**src/hdl/mru_key_list_top_macros.svh**
```systemverilog
// Assertion macros used by the MRU key list controller
`ifndef MRU_KEY_LIST_TOP_MACROS_SVH
`define MRU_KEY_LIST_TOP_MACROS_SVH

// Consequent must hold in the same cycle as the antecedent
`define MKL_ASSERT_SAME(label, ante, cons, msg) \
    label: assert property (@(posedge clk) disable iff (!rst_n) (ante) |-> (cons)) \
        else $error(msg);

// Consequent must hold in the cycle after the antecedent
`define MKL_ASSERT_NEXT(label, ante, cons, msg) \
    label: assert property (@(posedge clk) disable iff (!rst_n) (ante) |=> (cons)) \
        else $error(msg);

`endif

```
**src/hdl/mkl_pkg.sv**
```systemverilog
// Package: sizes, command codes and transfer types of the MRU key list
`timescale 1ns / 1ps

package mkl_pkg;

    // Storage sizes
    localparam int DEPTH     = 16;
    localparam int KEY_BITS  = 32;
    localparam int CNT_BITS  = $clog2(DEPTH + 1);
    localparam int IDX_BITS  = (DEPTH > 1) ? $clog2(DEPTH) : 1;
    localparam int CAP_BITS  = 5;
    localparam logic [CAP_BITS-1:0] CAP_RESET = 5'd16;

    // Command codes
    localparam logic [1:0] CMD_INSERT = 2'd0;
    localparam logic [1:0] CMD_REMOVE = 2'd1;
    localparam logic [1:0] CMD_CLEAR  = 2'd2;
    localparam logic [1:0] CMD_READ   = 2'd3;

    // Result kinds
    localparam logic KIND_ACK   = 1'b0;
    localparam logic KIND_ENTRY = 1'b1;

    typedef struct packed {
        logic [1:0]  command;
        logic [31:0] key;
    } req_item_t;

    typedef struct packed {
        logic        kind;
        logic [31:0] entry_key;
        logic [3:0]  position;
        logic [4:0]  entry_count;
        logic        hit;
        logic        last;
    } rsp_item_t;

    // Controller to datapath
    typedef struct packed {
        logic load_req;   // capture the accepted request
        logic exec;       // run the command, load the first result
        logic emit_next;  // load the next list entry of a read
    } dp_cmd_t;

    // Datapath to controller
    typedef struct packed {
        logic multi;      // read with more than one entry to list
        logic emit_last;  // next entry to load is the final one
    } dp_status_t;

endpackage

```
**src/hdl/mkl_ctrl.sv**
```systemverilog
// Controller: sequences request capture, execution and list read-out
`timescale 1ns / 1ps
`include "mru_key_list_top_macros.svh"

module mkl_ctrl
(
    input  logic                clk,
    input  logic                rst_n,
    input  logic                req_valid,
    output logic                req_stall,
    output logic                rsp_valid,
    input  logic                rsp_stall,
    output mkl_pkg::dp_cmd_t    cmd,
    input  mkl_pkg::dp_status_t status
);

    localparam logic [1:0] S_IDLE = 2'd0;
    localparam logic [1:0] S_EXEC = 2'd1;
    localparam logic [1:0] S_EMIT = 2'd2;

    logic [1:0] state_reg;
    logic [1:0] state_next;
    logic       rsp_valid_reg;
    logic       rsp_valid_next;
    logic       out_free;
    logic       req_xfer;

    // Output register can take a new result next cycle
    assign out_free  = !rsp_valid_reg || !rsp_stall;
    assign req_stall = !((state_reg == S_IDLE) && out_free);
    assign req_xfer  = req_valid && !req_stall;
    assign rsp_valid = rsp_valid_reg;

    // Next state and commands
    always_comb
    begin
        state_next     = state_reg;
        rsp_valid_next = rsp_valid_reg && rsp_stall;
        cmd            = '0;
        case (state_reg)
            S_IDLE:
            begin
                if (req_xfer)
                begin
                    cmd.load_req = 1'b1;
                    state_next   = S_EXEC;
                end
            end
            S_EXEC:
            begin
                cmd.exec       = 1'b1;
                rsp_valid_next = 1'b1;
                state_next     = status.multi ? S_EMIT : S_IDLE;
            end
            S_EMIT:
            begin
                if (out_free)
                begin
                    cmd.emit_next  = 1'b1;
                    rsp_valid_next = 1'b1;
                    if (status.emit_last)
                    begin
                        state_next = S_IDLE;
                    end
                end
            end
            default:
            begin
                state_next = S_IDLE;
            end
        endcase
    end

    // State registers
    always_ff @(posedge clk or negedge rst_n)
    begin
        if (!rst_n)
        begin
            state_reg     <= S_IDLE;
            rsp_valid_reg <= 1'b0;
        end
        else
        begin
            state_reg     <= state_next;
            rsp_valid_reg <= rsp_valid_next;
        end
    end

    // Checks
    `MKL_ASSERT_NEXT(a_accept_to_exec, req_xfer,
                     (state_reg == S_EXEC) && !rsp_valid_reg,
                     "accepted request did not enter execute with a free output")
    `MKL_ASSERT_NEXT(a_exec_gives_result, state_reg == S_EXEC, rsp_valid_reg,
                     "execute did not produce a result")
    `MKL_ASSERT_NEXT(a_emit_holds, (state_reg == S_EMIT) && rsp_stall,
                     (state_reg == S_EMIT) && rsp_valid_reg,
                     "read-out advanced while output stalled")
    `MKL_ASSERT_SAME(a_one_op, 1'b1,
                     $onehot0({cmd.load_req, cmd.exec, cmd.emit_next}),
                     "more than one datapath operation in a cycle")

endmodule

```
**src/hdl/mkl_dp.sv**
```systemverilog
// Datapath: key list registers, parallel search and shift, result register
`timescale 1ns / 1ps

module mkl_dp
(
    input  logic                           clk,
    input  logic                           rst_n,
    input  mkl_pkg::req_item_t             req,
    input  logic                           cfg_wen,
    input  logic [mkl_pkg::CAP_BITS-1:0]   cfg_wdata,
    input  mkl_pkg::dp_cmd_t               cmd,
    output mkl_pkg::dp_status_t            status,
    output mkl_pkg::rsp_item_t             rsp
);

    logic [1:0]                      cmd_reg;
    logic [mkl_pkg::KEY_BITS-1:0]    key_reg;
    logic [mkl_pkg::KEY_BITS-1:0]    list_reg [mkl_pkg::DEPTH];
    logic [mkl_pkg::KEY_BITS-1:0]    list_next [mkl_pkg::DEPTH];
    logic [mkl_pkg::CNT_BITS-1:0]    count_reg;
    logic [mkl_pkg::CNT_BITS-1:0]    count_next;
    logic [mkl_pkg::CAP_BITS-1:0]    cap_reg;
    logic [mkl_pkg::IDX_BITS-1:0]    rd_idx_reg;
    logic [mkl_pkg::IDX_BITS-1:0]    rd_idx_next;
    mkl_pkg::rsp_item_t              rsp_reg;
    mkl_pkg::rsp_item_t              rsp_next;

    logic [mkl_pkg::DEPTH-1:0]       match;
    logic [mkl_pkg::DEPTH:0]         seen;
    logic                            hit;
    logic [mkl_pkg::CNT_BITS-1:0]    eff_cap;
    logic [mkl_pkg::CNT_BITS-1:0]    cnt_less;
    logic [mkl_pkg::CNT_BITS-1:0]    rd_pos_inc;
    logic                            update;

    // Effective capacity: zero acts as one, large values clip to the depth
    always_comb
    begin
        if (cap_reg == '0)
        begin
            eff_cap = (mkl_pkg::CNT_BITS)'(1);
        end
        else if (32'(cap_reg) > mkl_pkg::DEPTH)
        begin
            eff_cap = (mkl_pkg::CNT_BITS)'(mkl_pkg::DEPTH);
        end
        else
        begin
            eff_cap = (mkl_pkg::CNT_BITS)'(cap_reg);
        end
    end

    // Parallel compare over held entries, prefix of matches
    always_comb
    begin
        seen[0] = 1'b0;
        for (int j = 0; j < mkl_pkg::DEPTH; j++)
        begin
            match[j]    = ((mkl_pkg::CNT_BITS)'(j) < count_reg) && (list_reg[j] == key_reg);
            seen[j + 1] = seen[j] | match[j];
        end
        hit = seen[mkl_pkg::DEPTH];
    end

    assign cnt_less   = hit ? (count_reg - 1'b1) : count_reg;
    assign rd_pos_inc = (mkl_pkg::CNT_BITS)'(rd_idx_reg) + 1'b1;

    // Next list contents and count
    always_comb
    begin
        list_next  = list_reg;
        count_next = count_reg;
        update     = 1'b0;
        case (cmd_reg)
            mkl_pkg::CMD_INSERT:
            begin
                update       = 1'b1;
                list_next[0] = key_reg;
                for (int j = 1; j < mkl_pkg::DEPTH; j++)
                begin
                    list_next[j] = seen[j] ? list_reg[j] : list_reg[j - 1];
                end
                count_next = (cnt_less >= eff_cap) ? eff_cap : (cnt_less + 1'b1);
            end
            mkl_pkg::CMD_REMOVE:
            begin
                update = 1'b1;
                for (int j = 0; j < mkl_pkg::DEPTH - 1; j++)
                begin
                    list_next[j] = seen[j + 1] ? list_reg[j + 1] : list_reg[j];
                end
                count_next = cnt_less;
            end
            mkl_pkg::CMD_CLEAR:
            begin
                count_next = '0;
            end
            default:
            begin
                count_next = count_reg;
            end
        endcase
    end

    // Result to load into the output register
    always_comb
    begin
        rsp_next    = rsp_reg;
        rd_idx_next = rd_idx_reg;
        if (cmd.exec)
        begin
            rsp_next.kind        = mkl_pkg::KIND_ACK;
            rsp_next.entry_key   = '0;
            rsp_next.position    = '0;
            rsp_next.entry_count = 5'(count_next);
            rsp_next.hit         = hit && ((cmd_reg == mkl_pkg::CMD_INSERT) ||
                                           (cmd_reg == mkl_pkg::CMD_REMOVE));
            rsp_next.last        = 1'b1;
            rd_idx_next          = (mkl_pkg::IDX_BITS)'(1);
            if ((cmd_reg == mkl_pkg::CMD_READ) && (count_reg != '0))
            begin
                rsp_next.kind      = mkl_pkg::KIND_ENTRY;
                rsp_next.entry_key = 32'(list_reg[0]);
                rsp_next.hit       = 1'b0;
                rsp_next.last      = (count_reg == (mkl_pkg::CNT_BITS)'(1));
            end
        end
        else if (cmd.emit_next)
        begin
            rsp_next.kind        = mkl_pkg::KIND_ENTRY;
            rsp_next.entry_key   = 32'(list_reg[rd_idx_reg]);
            rsp_next.position    = 4'(rd_idx_reg);
            rsp_next.entry_count = 5'(count_reg);
            rsp_next.hit         = 1'b0;
            rsp_next.last        = status.emit_last;
            rd_idx_next          = rd_idx_reg + 1'b1;
        end
    end

    assign status.multi     = (cmd_reg == mkl_pkg::CMD_READ) &&
                              (count_reg > (mkl_pkg::CNT_BITS)'(1));
    assign status.emit_last = (rd_pos_inc == count_reg);
    assign rsp              = rsp_reg;

    // Control registers: count, capacity, read index
    always_ff @(posedge clk or negedge rst_n)
    begin
        if (!rst_n)
        begin
            count_reg  <= '0;
            cap_reg    <= mkl_pkg::CAP_RESET;
            rd_idx_reg <= '0;
        end
        else
        begin
            if (cmd.exec)
            begin
                count_reg <= count_next;
            end
            if (cfg_wen)
            begin
                cap_reg <= cfg_wdata;
            end
            rd_idx_reg <= rd_idx_next;
        end
    end

    // Payload registers
    always_ff @(posedge clk)
    begin
        if (cmd.load_req)
        begin
            cmd_reg <= req.command;
            key_reg <= (mkl_pkg::KEY_BITS)'(req.key);
        end
        if (cmd.exec && update)
        begin
            list_reg <= list_next;
        end
        rsp_reg <= rsp_next;
    end

endmodule

```
**src/hdl/mru_key_list_top.sv**
```systemverilog
// Top level of the MRU key list: controller plus datapath
`timescale 1ns / 1ps
// Insert, remove, clear and empty read: the request is captured, then the execute step
// runs the command (search and shift) and loads one result; no request is taken meanwhile.
// Read of N entries: the first entry in the execute step, then one entry per cycle from
// the single read-out index while rsp_stall is low; the next request is taken after the
// last entry. Reset (rst_n, async, active low) empties the list and sets capacity to 16.

module mru_key_list_top
(
    input  logic                          clk,
    input  logic                          rst_n,
    input  logic                          req_valid,
    output logic                          req_stall,
    input  mkl_pkg::req_item_t            req,
    output logic                          rsp_valid,
    input  logic                          rsp_stall,
    output mkl_pkg::rsp_item_t            rsp,
    input  logic                          cfg_wen,
    input  logic [mkl_pkg::CAP_BITS-1:0]  cfg_wdata
);

    mkl_pkg::dp_cmd_t    dp_cmd;
    mkl_pkg::dp_status_t dp_status;

    mkl_ctrl u_ctrl
    (
        .clk       (clk),
        .rst_n     (rst_n),
        .req_valid (req_valid),
        .req_stall (req_stall),
        .rsp_valid (rsp_valid),
        .rsp_stall (rsp_stall),
        .cmd       (dp_cmd),
        .status    (dp_status)
    );

    mkl_dp u_dp
    (
        .clk       (clk),
        .rst_n     (rst_n),
        .req       (req),
        .cfg_wen   (cfg_wen),
        .cfg_wdata (cfg_wdata),
        .cmd       (dp_cmd),
        .status    (dp_status),
        .rsp       (rsp)
    );

endmodule
```
**config.mk**
```make
export PLATFORM = sky130hd
export DESIGN_NAME = mru_key_list_top
export DESIGN_NICKNAME = d
export VERILOG_FILES = /design/src/hdl/mkl_pkg.sv /design/src/hdl/mkl_ctrl.sv /design/src/hdl/mkl_dp.sv /design/src/hdl/mru_key_list_top.sv
export VERILOG_INCLUDE_DIRS = /design/src /design/src/hdl
export SDC_FILE = /design/constraint.sdc
export NUM_CORES = 2
export LEC_CHECK = 0
export BUFFER_PORTS_ARGS = -buffer_cell sky130_fd_sc_hd__buf_2
export CORE_MARGIN = 5
export CORE_UTILIZATION = 55
export DETAILED_ROUTE_END_ITERATION = 10
export PLACE_DENSITY = 0.71
export RECOVER_POWER = 50
export SETUP_SLACK_MARGIN = 0.5
export SLEW_MARGIN = 20
export SYNTH_ARGS = -nofsm -noshare
export SYNTH_HDL_FRONTEND = slang
export SYNTH_HIERARCHICAL = 1
export SYNTH_SLANG_ARGS = --single-unit
```
**constraint.sdc**
```tcl
create_clock -name clk -period 18.35 [get_ports clk]
set_clock_uncertainty 0.1 [all_clocks]
set_input_delay 1.835 -clock clk [delete_from_list [all_inputs] [get_ports clk]]
set_output_delay 1.835 -clock clk [all_outputs]
set_load 0.05 [all_outputs]
```
# Word-level counts from Yosys, hierarchy flattened

Cells that the tools add are included.

Register bits: 607
Output and inout port bits: 46
Input bits: 44
Logic and storage cells: 176

Mux-type cells: 43
Bitwise logic cells: 16
$add $sub $neg: 4
Order comparisons: 20
Eq/ne operators: 26
Reductions and logical operators: 38

Operator list:

| operator                                           | count |
|---|---|
| case mux 480 bit (2 select lines)                  | 1 |
| 2-to-1 mux 32 bit                                  | 17 |
| == test 32 bit                                     | 16 |
| binary-select mux 32 bit (select 4 bit)            | 1 |
| 2-to-1 mux 44 bit                                  | 2 |
| < comparator 4 x 5 -> 1 bit (first input constant) | 8 |
| 2-to-1 mux 33 bit                                  | 1 |
| logical AND 1 bit                                  | 23 |
| < comparator 3 x 5 -> 1 bit (first input constant) | 4 |
| 2-to-1 mux 5 bit                                   | 4 |
| OR 1 bit                                           | 15 |
| case mux 5 bit (3 select lines)                    | 1 |
| < comparator 1 x 5 -> 1 bit (first input constant) | 2 |
| < comparator 2 x 5 -> 1 bit (first input constant) | 2 |
| 2-to-1 mux 2 bit                                   | 5 |
| 2-to-1 mux 4 bit                                   | 2 |
| 2-to-1 mux 1 bit                                   | 7 |
| == test 2 bit (second input constant)              | 3 |
| case mux 2 bit (3 select lines)                    | 1 |
| adder 4 x 1 -> 5 bit (second input constant)       | 1 |
| adder 5 x 1 -> 5 bit (second input constant)       | 1 |
| == test 5 x 1 -> 1 bit (second input constant)     | 1 |
| == test 5 bit                                      | 1 |
| >= comparator 5 bit                                | 1 |
| other kinds (19)                                   | 27 |

# Logic depth before layout (Yosys ltp)

Word-level depth: 22
Gate-level depth with buffers: 22
Depth with buffers taken out: 20

# Modules after synthesis

The synthesis kept the hierarchy.

Modules (own cells, without submodules):

| module   | times used | seq. area each (µm²) | area each (µm²) | cells an instance |
|---|---|---|---|---|
| mkl_dp   | 1          | 18028.5              | 39867.0         | 3549 |
| mkl_ctrl | 1          | 75.1                 | 229.0           | 20 |

# Worst setup path before layout

No wires, ideal clock.

Path kind: flip-flop to flip-flop
Start point: register u_ctrl.state_reg[1]
End point: register u_dp.rsp_reg (netlist bit u_dp/rsp[3]), data pin
Library setup time: 0.214 ns
Stages on the path, launching flop included: 8
Path buffers: 1
Clock period less this slack: 11.629 ns
Required time: 18.036 ns
Arrival time: 11.315 ns
Setup slack: 6.721 ns
Cells stage by stage: dfrtp_1 -> inv_1 -> ha_1 -> clkbuf_1 -> nand2b_1 -> inv_1 -> o211ai_1 -> o21ai_0

RTL lines:

| what                     | line           | text |
|---|---|---|
| start: declaration       | mkl_ctrl.sv:21 | `logic [1:0] state_reg;` |
| start signal: assignment | mkl_ctrl.sv:84 | `state_reg <= state_next;` |
| end signal: assignment   | mkl_dp.sv:180  | `rsp_reg <= rsp_next;` |
| end: declaration         | mkl_dp.sv:25   | `mkl_pkg::rsp_item_t rsp_reg;` |

==> results.cfg <==
[sta]
min_period_ns = 10.77
fmax_ghz = 0.09282
hold_viol_final = 0
slew_violations = 637
worstMarginPinSlew_ns = 5.744
min_period_over_period_pct = 58.71
rsz0062_at_grt = no
setup_tns_ns = 0
max_slew_margin_pct = -282.9
setup_slack_ns = 7.576
finalSetupViolCount = 0

[clock_tree]
clockBufferDepth = 3
postCtsSetupRepairBufs = 0
cts_buffers = 72
cts_tree = yes
clk_pin_slew_worst_paths_ns = 0.05
clock-sinks = 607
root_buffer = clkbuf_16
cts_hold_buffers = 0
htree_levels = 3
clock_latency_ns = 0.63
post_cts_resized = 0

[yosys]
synth_nets = 3626
ys_ff_latch = 607
ys_seq_area_share_pct = 45.15
yosysWarnings = 6
ys.flop_type = edfxtp_1
synth_enable_flop_cells = 586
avgSynthCellArea_um2 = 11.23
ys_top_cells_by_count = 586 x edfxtp_1, 369 x nor2_1, 326 x xnor2_1
async_flop_share_pct = 2.801
synth_most_common_cell = edfxtp_1
synth.distinct_cells = 77
syn_area_mm2 = 0.04010
yosys.area.top_type = edfxtp_1
synthTopCellsByArea = edfxtp_1 44%, mux4_2 9.0%, xnor2_1 7.1%
syn_inst = 3569
synth_top_area_share_pct = 43.89

[detailed_routing]
viasPerCell = 7.364
drtAntennaViolNets = 0
route.vias.total = 33500
dr.first_iter.drc_count = 6385
drtPass1Iterations = 7
drc_errors = 0
wl_per_cell_um = 34.31
drt-total-wl_um = 156100

[final_layout]
n_fill_cell = 6043
multiInputGateArea_mm2 = 0.02061
largest_reg_flops = 512
seq_area_mm2 = 0.01811
fin_nets = 3596
syn_to_final_growth_pct = 8.157
drive_above_1_share_pct = 16.10
fin_cells = 4549

[global_route]
grt.overflow.total = 0
grt_use_total_pct = 38.46
grtUsageMet3_pct = 16.58
grt_max_degree = 153
busiest_layer = met1
grt_pass1_wl_um = 222500
gr-usage-met2_pct = 53.81
grt_antenna_before_repair = 1
grt_util_met1_pct = 54.00
grt_pass1_vias = 30620

[worst_setup_path]
arrival_ns = 10.91
reg2reg_depth = 8
r2r_end = u_dp/list_reg[251]
crit_fanout = 152
end_kind = register
crit_path_start = u_ctrl/state_reg[1]
reg2reg_slack_ns = 7.58
worstSetupStartpointType = register
r2r_start = u_ctrl/state_reg[1]
crit_required_ns = 18.49
critical_path_class = reg2reg

[placement]
dp.final_hpwl_um = 110600
dp_slack_ns = 11.87
placed_cells = 4424
io_buffers = 89
gp_congestion = 1.083

[pwr]
finalPower_mw = 7.365
power.density_mw_per_mm2 = 169.8
ir_worst_vdd_uv = 148.0
p_leak_nw = 13.96

[status]
violations = capacitance limit, slew limit
status = finished, violations left

[floorplan]
ios = 90
start_util_pct = 55.24
fp.coreArea_mm2 = 0.07259
dieHeight_um = 280.0
die_area_mm2 = 0.07840
num_rows = 99
die_x_um = 280.0

[job]
cap_violations = 15

[min_path]
hold_end = u_dp/rsp[8]
holdPathStages = 2
hold_class = reg2reg
min-delay-start = u_dp/rsp[8]
-- per-stage QoR --
stage          area [um2]  hold WS, ns  utilization (%)
5_1_grt             43360       0.4191            59.74
3_5_place_dp        41300       0.3872            56.90
3_3_place_gp        41300       0.3676            56.89
4_1_cts             43540       0.4022            59.98
2_1_floorplan       40100       0.3813                -
6_report            43370       0.4034            59.74
-- how the worst max path moves through the flow --
stage / to / slack, ns / cells after the start
finish: u_dp/list_reg[251] / 7.58 / 8
global route: u_dp/list_reg[237] / 7.03 / 8
CTS: u_dp/rsp[2] / 11.81 / 19
detailed placement: u_dp/rsp[2] / 11.87 / 19
global placement: u_dp/rsp[2] / 11.86 / 19
floorplan: u_dp/rsp[3] / 6.72 / 7
-- worst max-delay path, cell delays in order (launching register included) --
cell and delay (ns):
dfrtp_1 0.38, inv_1 0.13, ha_1 0.17, clkbuf_1 0.70
nand2b_1 0.48, clkinvlp_2 3.37, clkbuf_1 3.21, buf_12 0.62
buf_4 0.85
-- report_power, final --
| part | internal [mW] | leakage, nW | total [mW] | switching, mW |
|---|---|---|---|---|
| logic | 1.12 | 7.15 | 3.11 | 1.99 |
| registers | 2.21 | 5.72 | 2.86 | 0.649 |
| clock network | 0.797 | 1.10 | 1.40 | 0.603 |
| total | 4.13 | 14.0 | 7.36 | 3.24 |
-- layer usage --
metal  routed length [um]  vias up
li1                     -    13680
met1                57570    16350
met2                63940     3055
met3                26960      409
met4                 7359        4
met5                  235        -
-- cells in the final DEF, fill, tap and decap left out, types with 37 or more instances in the layout --
cell	instances
mux2i_1	75
o21ai_0	108
mux4_2	160
mux2_2	37
nor4_1	95
nand4_1	127
nand3_1	45
xor2_1	199
nor2_1	369
xnor2_1	326
inv_1	46
clkbuf_1	79
edfxtp_1	586
or3_1	104
nand2_1	224
clkbuf_16	74
o221a_2	130
o22a_1	64
o22ai_1	162
buf_4	79
o21a_1	66
nand2b_1	79
-- layout make-up --
type | instances | share of cell area [%]
clock buffer | 93 | 4.527
multi-input combinational | 2631 | 47.52
clock inverter | 31 | 0.6290
antenna | 1 | 0.005770
inverter | 48 | 0.4212
tap | 959 | 2.767
timing repair buffer | 179 | 2.372
sequential | 607 | 41.76
-- cells by family after synthesis --
family,count (synthesis),share of synthesized area [%]
AOI/OAI and AO/OA,642,12.56
xor gates and xnor gates,527,11.56
adders and majority gates,13,0.4057
buffers and inverters,331,3.567
DFF,607,45.15
muxes,273,11.94
and+or+nand+nor,1176,14.82
No activity file was read; power rests on OpenSTA's default activity.
